`src/sv/pept_pkg.sv`:
```
`timescale 1ns / 1ps
package pept_pkg;

	localparam int NUM_PE = 8;
	localparam int IDX_W  = (NUM_PE > 1) ? $clog2(NUM_PE) : 1;

	localparam int PE_W   = 3;
	localparam int ID_W   = 16;
	localparam int KIND_W = 8;
	localparam int ARCH_W = 4;
	localparam int CYC_W  = 20;
	localparam int TS_W   = 32;

	localparam logic REQ_LOAD = 1'b0;
	localparam logic REQ_TICK = 1'b1;

	typedef enum logic [1:0] {
		EV_LOAD_OK  = 2'd0,
		EV_REJECT   = 2'd1,
		EV_DONE     = 2'd2,
		EV_TICK_END = 2'd3
	} ev_t;

	typedef struct packed {
		logic             capture;
		logic             load_go;
		logic             step;
		logic [IDX_W-1:0] idx;
		logic             end_go;
	} pept_cmd_t;

	typedef struct packed {
		logic hit;
	} pept_sts_t;

endpackage

```
`src/sv/processing_element_pool_tracker_top.sv`:
```
`timescale 1ns / 1ps
// Load: ST_LOAD registers the result beat once the output is free, then returns to idle,
// where the next request is taken. Tick: the scan sequencer steps through every element,
// then ST_END sends the closing beat; a stalled output pauses the scan.
// A new request is accepted while the last result beat still waits at the output.
// Reset (arst_n low, asynchronous): all elements idle, tick timer zero, no beat pending.
module processing_element_pool_tracker_top import pept_pkg::*; (
	input  logic              clk,
	input  logic              arst_n,
	input  logic              in_valid,
	output logic              in_ready,
	input  logic              req_type,
	input  logic [PE_W-1:0]   pe_index,
	input  logic [ID_W-1:0]   task_id,
	input  logic [KIND_W-1:0] task_kind,
	input  logic [ARCH_W-1:0] arch_sel,
	input  logic [CYC_W-1:0]  run_cycles,
	output logic              out_valid,
	input  logic              out_ready,
	output logic [1:0]        event_res,
	output logic [PE_W-1:0]   out_pe,
	output logic [ID_W-1:0]   out_task_id,
	output logic [KIND_W-1:0] out_task_kind,
	output logic [TS_W-1:0]   time_stamp,
	output logic              last
);

	pept_cmd_t cmd;
	pept_sts_t sts;

	pept_ctrl u_ctrl (
		.clk       (clk),
		.arst_n    (arst_n),
		.in_valid  (in_valid),
		.in_ready  (in_ready),
		.req_type  (req_type),
		.out_valid (out_valid),
		.out_ready (out_ready),
		.sts       (sts),
		.cmd       (cmd)
	);

	pept_dp u_dp (
		.clk           (clk),
		.arst_n        (arst_n),
		.cmd           (cmd),
		.sts           (sts),
		.req_type      (req_type),
		.pe_index      (pe_index),
		.task_id       (task_id),
		.task_kind     (task_kind),
		.arch_sel      (arch_sel),
		.run_cycles    (run_cycles),
		.event_res     (event_res),
		.out_pe        (out_pe),
		.out_task_id   (out_task_id),
		.out_task_kind (out_task_kind),
		.time_stamp    (time_stamp),
		.last          (last)
	);

endmodule

```
`src/sv/pept_ctrl.sv`:
```
`timescale 1ns / 1ps
module pept_ctrl import pept_pkg::*; (
	input  logic      clk,
	input  logic      arst_n,
	input  logic      in_valid,
	output logic      in_ready,
	input  logic      req_type,
	output logic      out_valid,
	input  logic      out_ready,
	input  pept_sts_t sts,
	output pept_cmd_t cmd
);

	typedef enum logic [1:0] {
		ST_IDLE,
		ST_LOAD,
		ST_SCAN,
		ST_END
	} state_t;

	state_t           state_q;
	logic             out_valid_q;
	logic [IDX_W-1:0] idx_q;
	logic             out_free;
	logic             last_idx;

	assign out_free  = !out_valid_q || out_ready;
	assign in_ready  = (state_q == ST_IDLE);
	assign out_valid = out_valid_q;
	assign last_idx  = (idx_q == IDX_W'(NUM_PE - 1));

	always_comb begin
		cmd.capture = in_valid && in_ready;
		cmd.load_go = (state_q == ST_LOAD) && out_free;
		cmd.step    = (state_q == ST_SCAN) && out_free;
		cmd.idx     = idx_q;
		cmd.end_go  = (state_q == ST_END) && out_free;
	end

	always_ff @(posedge clk or negedge arst_n) begin
		if (!arst_n) begin
			state_q     <= ST_IDLE;
			out_valid_q <= 1'b0;
			idx_q       <= '0;
		end else begin
			if (cmd.load_go || cmd.end_go || (cmd.step && sts.hit))
				out_valid_q <= 1'b1;
			else if (out_ready)
				out_valid_q <= 1'b0;

			case (state_q)
				ST_IDLE: begin
					if (cmd.capture) begin
						idx_q   <= '0;
						state_q <= (req_type == REQ_TICK) ? ST_SCAN : ST_LOAD;
					end
				end
				ST_LOAD: begin
					if (cmd.load_go)
						state_q <= ST_IDLE;
				end
				ST_SCAN: begin
					if (cmd.step) begin
						if (last_idx)
							state_q <= ST_END;
						else
							idx_q <= idx_q + 1'b1;
					end
				end
				ST_END: begin
					if (cmd.end_go)
						state_q <= ST_IDLE;
				end
				default: state_q <= ST_IDLE;
			endcase
		end
	end

endmodule

```
`src/sv/pept_dp.sv`:
```
`timescale 1ns / 1ps
module pept_dp import pept_pkg::*; (
	input  logic              clk,
	input  logic              arst_n,
	input  pept_cmd_t         cmd,
	output pept_sts_t         sts,
	input  logic              req_type,
	input  logic [PE_W-1:0]   pe_index,
	input  logic [ID_W-1:0]   task_id,
	input  logic [KIND_W-1:0] task_kind,
	input  logic [ARCH_W-1:0] arch_sel,
	input  logic [CYC_W-1:0]  run_cycles,
	output logic [1:0]        event_res,
	output logic [PE_W-1:0]   out_pe,
	output logic [ID_W-1:0]   out_task_id,
	output logic [KIND_W-1:0] out_task_kind,
	output logic [TS_W-1:0]   time_stamp,
	output logic              last
);

	logic [PE_W-1:0]   pe_q;
	logic [ID_W-1:0]   id_q;
	logic [KIND_W-1:0] kind_q;
	logic [ARCH_W-1:0] arch_q;
	logic [CYC_W-1:0]  cyc_q;
	logic [TS_W-1:0]   timer_q;

	logic              busy_q  [NUM_PE];
	logic [CYC_W-1:0]  cnt_q   [NUM_PE];
	logic [ID_W-1:0]   task_q  [NUM_PE];
	logic [KIND_W-1:0] tkind_q [NUM_PE];
	logic [ARCH_W-1:0] tarch_q [NUM_PE];

	logic [1:0]        ev_q;
	logic [PE_W-1:0]   ope_q;
	logic [ID_W-1:0]   oid_q;
	logic [KIND_W-1:0] okind_q;
	logic [TS_W-1:0]   ots_q;
	logic              olast_q;

	logic [IDX_W-1:0]  sel;
	logic              in_rng;
	logic              reject;
	logic              do_load;
	logic              live;

	assign sel     = IDX_W'(pe_q);
	assign in_rng  = (32'(pe_q) < 32'(NUM_PE));
	assign reject  = !in_rng || busy_q[sel];
	assign do_load = cmd.load_go && !reject;
	assign live    = busy_q[cmd.idx] && (cnt_q[cmd.idx] != '0);
	assign sts.hit = busy_q[cmd.idx] && (cnt_q[cmd.idx] == CYC_W'(1));

	always_ff @(posedge clk) begin
		if (cmd.capture) begin
			pe_q   <= pe_index;
			id_q   <= task_id;
			kind_q <= task_kind;
			arch_q <= arch_sel;
			cyc_q  <= run_cycles;
		end
	end

	always_ff @(posedge clk or negedge arst_n) begin
		if (!arst_n) begin
			timer_q <= '0;
			for (int i = 0; i < NUM_PE; i++)
				busy_q[i] <= 1'b0;
		end else begin
			if (cmd.capture && req_type == REQ_TICK)
				timer_q <= timer_q + 1'b1;
			if (do_load)
				busy_q[sel] <= 1'b1;
			if (cmd.step && sts.hit)
				busy_q[cmd.idx] <= 1'b0;
		end
	end

	always_ff @(posedge clk) begin
		if (do_load) begin
			cnt_q[sel]   <= cyc_q;
			task_q[sel]  <= id_q;
			tkind_q[sel] <= kind_q;
			tarch_q[sel] <= arch_q;
		end
		if (cmd.step && live)
			cnt_q[cmd.idx] <= cnt_q[cmd.idx] - 1'b1;
	end

	always_ff @(posedge clk) begin
		if (cmd.load_go) begin
			ev_q    <= reject ? EV_REJECT : EV_LOAD_OK;
			ope_q   <= pe_q;
			oid_q   <= id_q;
			okind_q <= kind_q;
			ots_q   <= timer_q;
			olast_q <= 1'b1;
		end else if (cmd.step && sts.hit) begin
			ev_q    <= EV_DONE;
			ope_q   <= PE_W'(cmd.idx);
			oid_q   <= task_q[cmd.idx];
			okind_q <= tkind_q[cmd.idx];
			ots_q   <= timer_q;
			olast_q <= 1'b0;
		end else if (cmd.end_go) begin
			ev_q    <= EV_TICK_END;
			ope_q   <= '0;
			oid_q   <= '0;
			okind_q <= '0;
			ots_q   <= timer_q;
			olast_q <= 1'b1;
		end
	end

	assign event_res     = ev_q;
	assign out_pe        = ope_q;
	assign out_task_id   = oid_q;
	assign out_task_kind = okind_q;
	assign time_stamp    = ots_q;
	assign last          = olast_q;

endmodule
```
`config.mk`:
```
export PLATFORM = sky130hd
export DESIGN_NAME = processing_element_pool_tracker_top
export DESIGN_NICKNAME = d
export VERILOG_FILES = /design/src/sv/pept_pkg.sv /design/src/sv/processing_element_pool_tracker_top.sv /design/src/sv/pept_ctrl.sv /design/src/sv/pept_dp.sv
export SDC_FILE = /design/constraint.sdc
export NUM_CORES = 1
export LEC_CHECK = 0
export BUFFER_PORTS_ARGS = -buffer_cell sky130_fd_sc_hd__buf_2
export CAP_MARGIN = 20
export CELL_PAD_IN_SITES_DETAIL_PLACEMENT = 0
export CELL_PAD_IN_SITES_GLOBAL_PLACEMENT = 1
export CORE_MARGIN = 3
export CORE_UTILIZATION = 53
export DETAILED_ROUTE_END_ITERATION = 10
export PLACE_DENSITY = 0.84
export RECOVER_POWER = 50
export REMOVE_ABC_BUFFERS = 1
export SLEW_MARGIN = 0
export SYNTH_ARGS = -nofsm -noshare
export SYNTH_HDL_FRONTEND = slang
export SYNTH_SLANG_ARGS = --single-unit
```
`constraint.sdc`:
```
create_clock -name clk -period 5.4 [get_ports clk]
set_input_delay 0.27 -clock clk [delete_from_list [all_inputs] [get_ports clk]]
set_output_delay 0.27 -clock clk [all_outputs]
set_load 0.02 [all_outputs]
```
### Word level (Yosys, flattened, before mapping)

Memory sizes are Yosys's and may differ from the RTL's.
Cells that the tools add are included.
W data, S select, Z words.

* bitwise operators: 5
* order comparisons: 4
* muxes and demuxes: 50
* reduce and logical (&&, ||, !) cells: 26
* add/sub/neg operators: 3
* eq/ne operators: 11

Operators by type and width (number)
* $mux W32: 3
* $mux W16: 3
* $mux W8: 5
* $add A32 B1 Y32 const B: 1
* $mux W3: 7
* $eq A20 B1 Y1 const B: 1
* $mux W20: 1
* $reduce_bool A20 Y1: 1
* $reduce_or A20 Y1: 1
* $sub A20 B1 Y20 const B: 1
* $mux W2: 9
* $mux W1: 16
* $logic_and A1 B1 Y1: 12
* $ne A2 B1 Y1 const B: 5
* $and A8 B8 Y8: 1
* $ge A4 B4 Y1 const B: 2
* $lt A4 B1 Y1 const B: 2
* $not A3 Y4: 2
* $not A8 Y8: 1
* $or A8 B8 Y8: 1
* $pmux W2 S4: 1
* $bmux W1 S3: 2
* $demux W1 S3: 2
* $pmux W3 S2: 1
* 12 further kinds: 18

* input bits: 56
* output and inout port bits: 64
* memories kept: 3
* bits in writable memories: 352
* bits in registers: 155

Memories
* u_dp.cnt_q: words 8, bits a word 20, rd ports 1, clocked after Yosys merged registers in 0, wr ports 1, line pept_dp.sv:29 `logic [CYC_W-1:0] cnt_q [NUM_PE];`
* u_dp.task_q: words 8, bits a word 16, rd ports 1, clocked after Yosys merged registers in 0, wr ports 1, line pept_dp.sv:30 `logic [ID_W-1:0] task_q [NUM_PE];`
* u_dp.tkind_q: words 8, bits a word 8, rd ports 1, clocked after Yosys merged registers in 0, wr ports 1, line pept_dp.sv:31 `logic [KIND_W-1:0] tkind_q [NUM_PE];`

### Longest topological paths before layout

* depth after elaboration: 10
* mapped depth: 14
* gate-level depth less buffers: 9

### Cells and area by module

A second synthesis with hierarchy kept.

* cell total of the unflattened synthesis: 1336
* area, all modules: 21509.4 um^2

Modules (own cells, without submodules)
* pept_dp: area each 21136.5 um^2, cells each 1297, instances 1, sequential area each 14834.2 um^2
* pept_ctrl: area each 372.9 um^2, cells each 39, instances 1, sequential area each 150.1 um^2

### Worst setup path before layout

Ideal clock, no wire load.

* path type: reg2reg
* from: register u_dp.pe_q[0]
* to: memory u_dp.cnt_q[1][0] (enable)
* arrival time: 4.419 ns
* setup time: 0.401 ns
* required time: 4.999 ns
* path buffers: 0
* stages on the path, launching flop included: 7
* setup slack: 0.579 ns
* cell sequence: edfxtp_1 -> mux4_2 -> nor2b_1 -> a2111oi_0 -> nand2_1 -> nor3_1 -> o21bai_1

* word-level cells in the longest chain between the ends: 9
* elaborated cells between the ends (all ways): 10
* classes of those cells: 7 x mux; 1 x bitwise; 2 x reduce/logical

Ends and longest elaborated chain
* start: declaration: line pept_dp.sv:21 `logic [PE_W-1:0] pe_q;`
* start signal: assignment: line pept_dp.sv:56 `pe_q <= pe_index;`
* $not A3 Y4 (implied by the code): line pept_dp.sv:49 `assign reject = !in_rng || busy_q[sel];`
* $bmux W1 S3: line pept_dp.sv:49
* $mux W1 (implied by the code) (2 in series): line pept_dp.sv:49
* $logic_not A1 Y1: line pept_dp.sv:50 `assign do_load = cmd.load_go && !reject;`
* $logic_and A1 B1 Y1: line pept_dp.sv:50
* $mux W1
* $mux W1 (implied by the code): line pept_dp.sv:81 `cnt_q[sel] <= cyc_q;`
* $mux W1 (no line)
* end: declaration: line pept_dp.sv:29

Several ways; a longest one is shown, not always the timed one. The select of a mux whose other input is x is not followed.

### Final worst setup path

* from: register u_dp.pe_q[0]
* to: memory u_dp.task_q[0][5] (enable)

* word-level cells in the longest chain between the ends: 8

Ends and longest elaborated chain
* $not A3 Y4 (implied by the code): line pept_dp.sv:49
* $bmux W1 S3: line pept_dp.sv:49
* $mux W1 (implied by the code) (2 in series): line pept_dp.sv:49
* $logic_not A1 Y1: line pept_dp.sv:50
* $logic_and A1 B1 Y1: line pept_dp.sv:50
* $mux W1
* $mux W1 (implied by the code): line pept_dp.sv:82 `task_q[sel] <= id_q;`
* end: declaration: line pept_dp.sv:30

Several ways; a longest one is shown, not always the timed one. The select of a mux whose other input is x is not followed.

==> flow_summary_export.csv <==
group,metric,value,unit
drt,dr.pass1.iters,5,
worst_setup_path,endpoint_kind,"flip-flop",
drt,drt.antenna.violating_nets,0,
floorplan,fp.dieH,198.2,um
timing,worst_hold_slack,0.03842,ns
timing,drv_slew,228,
floorplan,start_util,54.36,%
finish,finalNetCount,1263,
floorplan,fp.coreArea,0.03600,mm2
logic_synthesis,synthFlopType,"edfxtp_1",
logic_synthesis,ys_types,53,
floorplan,die_w,198.2,um
worst_setup_path,cp_cell_sequence,"mux4_2, nor2b_1, a2111oi_0, nand2b_1, nor3_1, clkbuf_1",
worst_setup_path,cpMaxStageDelayCell,"clkbuf_1",
drt,finalWirelength,38310,um
placed_design,place.gp.congestion,0.7636,
drt,vias,9893,
logic_synthesis,synth-seq-cells,507,
finish,stdcell_area,0.02282,mm2
floorplan,rows,69,
finish,fillers,2516,
finish,antennaDiodeCount,0,
drt,wl_per_cell,22.49,um
global_route,first_global_vias,10260,
clock_tree,cts_buffers,50,
finish,fin_util,63.40,%
logic_synthesis,avgSynthCellArea,19.63,um2
worst_setup_path,worstPathArrival,4.52,ns
placed_design,place_area,0.02084,mm2
worst_setup_path,r2r_end,"u_dp.task_q[0][5]$_DFFE_PP_",
placed_design,port_buffers,115,
outcome,failed_checks,"max-capacitance violations, max-slew violations",
worst_setup_path,rr_worst_depth,6,
logic_synthesis,synth-async-reset-ratio,9.073,%
worst_setup_path,cp.required,5.56,ns
outcome,outcome,"complete, but fails checks",
placed_design,dpl.hpwl,20810,um
worst_setup_path,r2r_setup_slack,1.03,ns
finish,syn2layout_area_growth,16.64,%
clock_tree,cts_resized,0,
worst_setup_path,reg2reg_from,"u_dp.pe_q[0]$_DFFE_PP_",
clock_tree,cts_setup_buffers,0,
clock_tree,root_buffer,"clkbuf_16",
timing,fin_crit_sh,80.84,%
clock_tree,cts_tree,"done",
clock_tree,clk_path_buf_depth,3,
timing,timing_hold_violations_final,0,
drt,via_per_inst,5.809,
pwr,p_per_area,511.2,mW/mm2
pwr,p_leak,7.835,nW
global_route,grt_max_degree,62,
logic_synthesis,netlist_instances,997,
global_route,grt_antenna_before_repair,0,
timing,max_freq,229.1,MHz
worst_setup_path,crit_end,"u_dp.task_q[0][5]$_DFFE_PP_",
floorplan,die_area,0.03926,mm2
global_route,overflow,0,
timing,rsz0062_at_grt,"false",
drt,drc,0,
worst_setup_path,crit_type,"flip-flop to flip-flop",
pwr,peakVddDrop,0.3010,mV
worst_setup_path,crit_start,"u_dp.pe_q[0]$_DFFE_PP_",
timing,max-slew-margin-rel,-106.7,%
floorplan,io_pins,120,
clock_tree,clkLatencyLatePin,0.58,ns
worst_setup_path,path_max_fanout,25,
logic_synthesis,synth.cell_area,0.01957,mm2
worst_hold_path,hp-class,"primary input to flip-flop",
worst_setup_path,startpoint_type,"flip-flop",
drt,drtIter0Drc,758,
clock_tree,htreeDepth,2,
global_route,grt_pass1_wl,59220,um
clock_tree,clk_pin_slew,0.06,ns
clock_tree,clkSinkCount,507,
finish,drive_gt1_share,20.29,%
timing,worst_slew_pin_slew,3.100,ns
worst_setup_path,cp_slowest_stage_delay,1.38,ns
run,cap_violations,7,
timing,period_needed,4.365,ns
global_route,grt_use_total,19.88,%
timing,finClkSkew,0.02246,ns
logic_synthesis,synth_edf_count,460,
timing,finalSetupViolations,0,
logic_synthesis,synth_warnings,0,
logic_synthesis,yosysSeqAreaShare,76.57,%
## metrics by stage
step | setup TNS [ns] | power (mW) | setup slack, ns | std cells
6_report | 0 | 11.67 | 1.035 | 1703
3_3_place_gp | 0 | 8.307 | 0.9984 | 1560
3_5_place_dp | 0 | 8.394 | 0.9098 | 1560
2_1_floorplan | -1047.77 | 7.597 | -2.910 | 958
4_1_cts | 0 | 11.79 | 0.9028 | 1702
5_1_grt | 0 | 12.19 | 0.7563 | 1703
## layout make-up
class                   count  area (um2)  share of cell area (%)
clock inverters            34       287.8                   1.261
flip-flops and latches    507       14990                   65.68
well taps                 461       576.8                   2.527
clock buffers              59        1316                   5.767
repair buffers            191        1210                   5.301
multi-input cells         443        4412                   19.33
inverters                   8       30.03                  0.1316
## registers in the layout, summed over array words and instances, names as in the netlist
signal / count
u_ctrl.idx_q: 3
u_ctrl.out_valid: 1
u_ctrl.state_q: 2
u_dp.busy_q: 8
u_dp.cnt_q: 160
u_dp.cyc_q: 20
u_dp.event_res: 2
u_dp.id_q: 16
u_dp.kind_q: 8
u_dp.last: 1
u_dp.out_pe: 3
u_dp.out_task_id: 16
u_dp.out_task_kind: 8
u_dp.pe_q: 3
u_dp.task_q: 128
u_dp.time_stamp: 32
u_dp.timer_q: 32
u_dp.tkind_q: 64
## cell usage after synthesis (all sizes together) (2+ instances only)
cell type | number | share of area, %
edfxtp | 460 | 71
mux4 | 88 | 10
nand2 | 73 | 1.4
mux2i | 48 | 2.5
dfrtp | 46 | 5.9
o21ai | 42 | 1.1
xnor2 | 36 | 1.6
buf | 23 | 0.69
nor2 | 22 | 0.42
clkbuf | 16 | 0.31
nand3 | 14 | 0.36
xor2 | 11 | 0.49
nand4 | 10 | 0.32
inv | 8 | 0.15
and4 | 7 | 0.31
mux2 | 7 | 0.40
and2 | 6 | 0.19
ha | 6 | 0.38
nor3 | 6 | 0.15
and3 | 5 | 0.16
nand2b | 5 | 0.16
nor2b | 5 | 0.16
a21o | 4 | 0.15
a21oi | 4 | 0.10
a2bb2oi | 4 | 0.18
o22a | 4 | 0.18
o22ai | 4 | 0.13
or2 | 4 | 0.14
a22o | 3 | 0.13
a22oi | 3 | 0.12
nand3b | 3 | 0.12
nor3b | 3 | 0.12
nand4b | 2 | 0.090
o31ai | 2 | 0.077
or4 | 2 | 0.096
## cells in the final DEF, fill, tap and decap left out, types with 4 or more instances in the layout
cell type / Yosys / final
bufinv_16: 0 / 4
mux4_2: 88 / 88
xnor2_1: 36 / 36
clkbuf_1: 16 / 86
buf_4: 0 / 16
dfrtp_1: 46 / 44
o22a_1: 4 / 4
ha_1: 6 / 6
clkinv_2: 0 / 11
clkinv_1: 0 / 13
a2bb2oi_1: 4 / 4
nand2b_1: 5 / 5
inv_1: 7 / 7
clkbuf_16: 0 / 51
dlygate4sd3_1: 0 / 49
nand4_1: 10 / 10
and2_1: 6 / 5
nand3_1: 14 / 14
buf_2: 12 / 42
mux2i_1: 46 / 46
a21o_1: 4 / 4
edfxtp_1: 460 / 460
nand2_1: 73 / 72
nor3_1: 6 / 5
and4_1: 7 / 7
mux2_2: 7 / 7
and3_1: 5 / 5
xor2_1: 11 / 11
nor2b_1: 5 / 5
a21oi_1: 4 / 4
nor2_1: 22 / 19
o21ai_0: 42 / 42
## report_power, final
group          leakage (nW)  switching, mW  internal [mW]
registers              4.81          0.334           5.12
logic                  2.25           1.68           1.18
clock network         0.782           1.42           1.94
total                  7.84           3.43           8.24
## critical path, delay by kind of cell (launching register included)
family / cells / cell delay, ns
simple gates: 3 / 0.69
compound gates: 1 / 0.85
buf+inv: 1 / 1.38
mux: 1 / 0.53
flops: 1 / 0.47
## routing by layer
layer,vias to the layer above,track usage (%),share of wire [%]
met4,0,6.527,2.2
met3,62,3.760,6.8
li1,4412,-,-
met2,367,32.27,49
met5,-,0,0
met1,5052,27.71,42
## cells by family (layout without fill, tap and decap cells)
family,after synthesis,in the layout,share of synthesized area (%)
and+or+nand+nor,171,171,4.361
xor gates and xnor gates,47,47,2.104
DFF,507,507,76.57
adders and majority gates,6,6,0.3836
buffers and inverters,47,292,1.151
AOI/OAI and AO/OA,76,76,2.404
muxes,143,143,13.02
## what timing repair did
item                                    in CTS  in global routing
hold endpoints to repair                    94                  0
endpoints found under the setup margin       0                  0
hold buffers                                49                  0
## worst min-delay path by stage
| stage | start | to | slack (ns) | cells past startpoint |
|---|---|---|---|---|
| after global routing | in_valid | u_ctrl.state_q[1]$_DFFE_PN0P_ | 0.06 | 3 |
| after global placement | arst_n | u_dp.timer_q[25]$_DFFE_PN0P_ | 0.41 | 2 |
| after floorplan | arst_n | u_ctrl.idx_q[0]$_DFFE_PN0P_ | -0.03 | 0 |
| final | in_valid | u_ctrl.state_q[1]$_DFFE_PN0P_ | 0.04 | 3 |
| after detailed placement | arst_n | u_dp.timer_q[22]$_DFFE_PN0P_ | 0.40 | 2 |
| after CTS | in_valid | u_ctrl.state_q[1]$_DFFE_PN0P_ | 0.009 | 3 |
(Power assumes the default switching activity.)
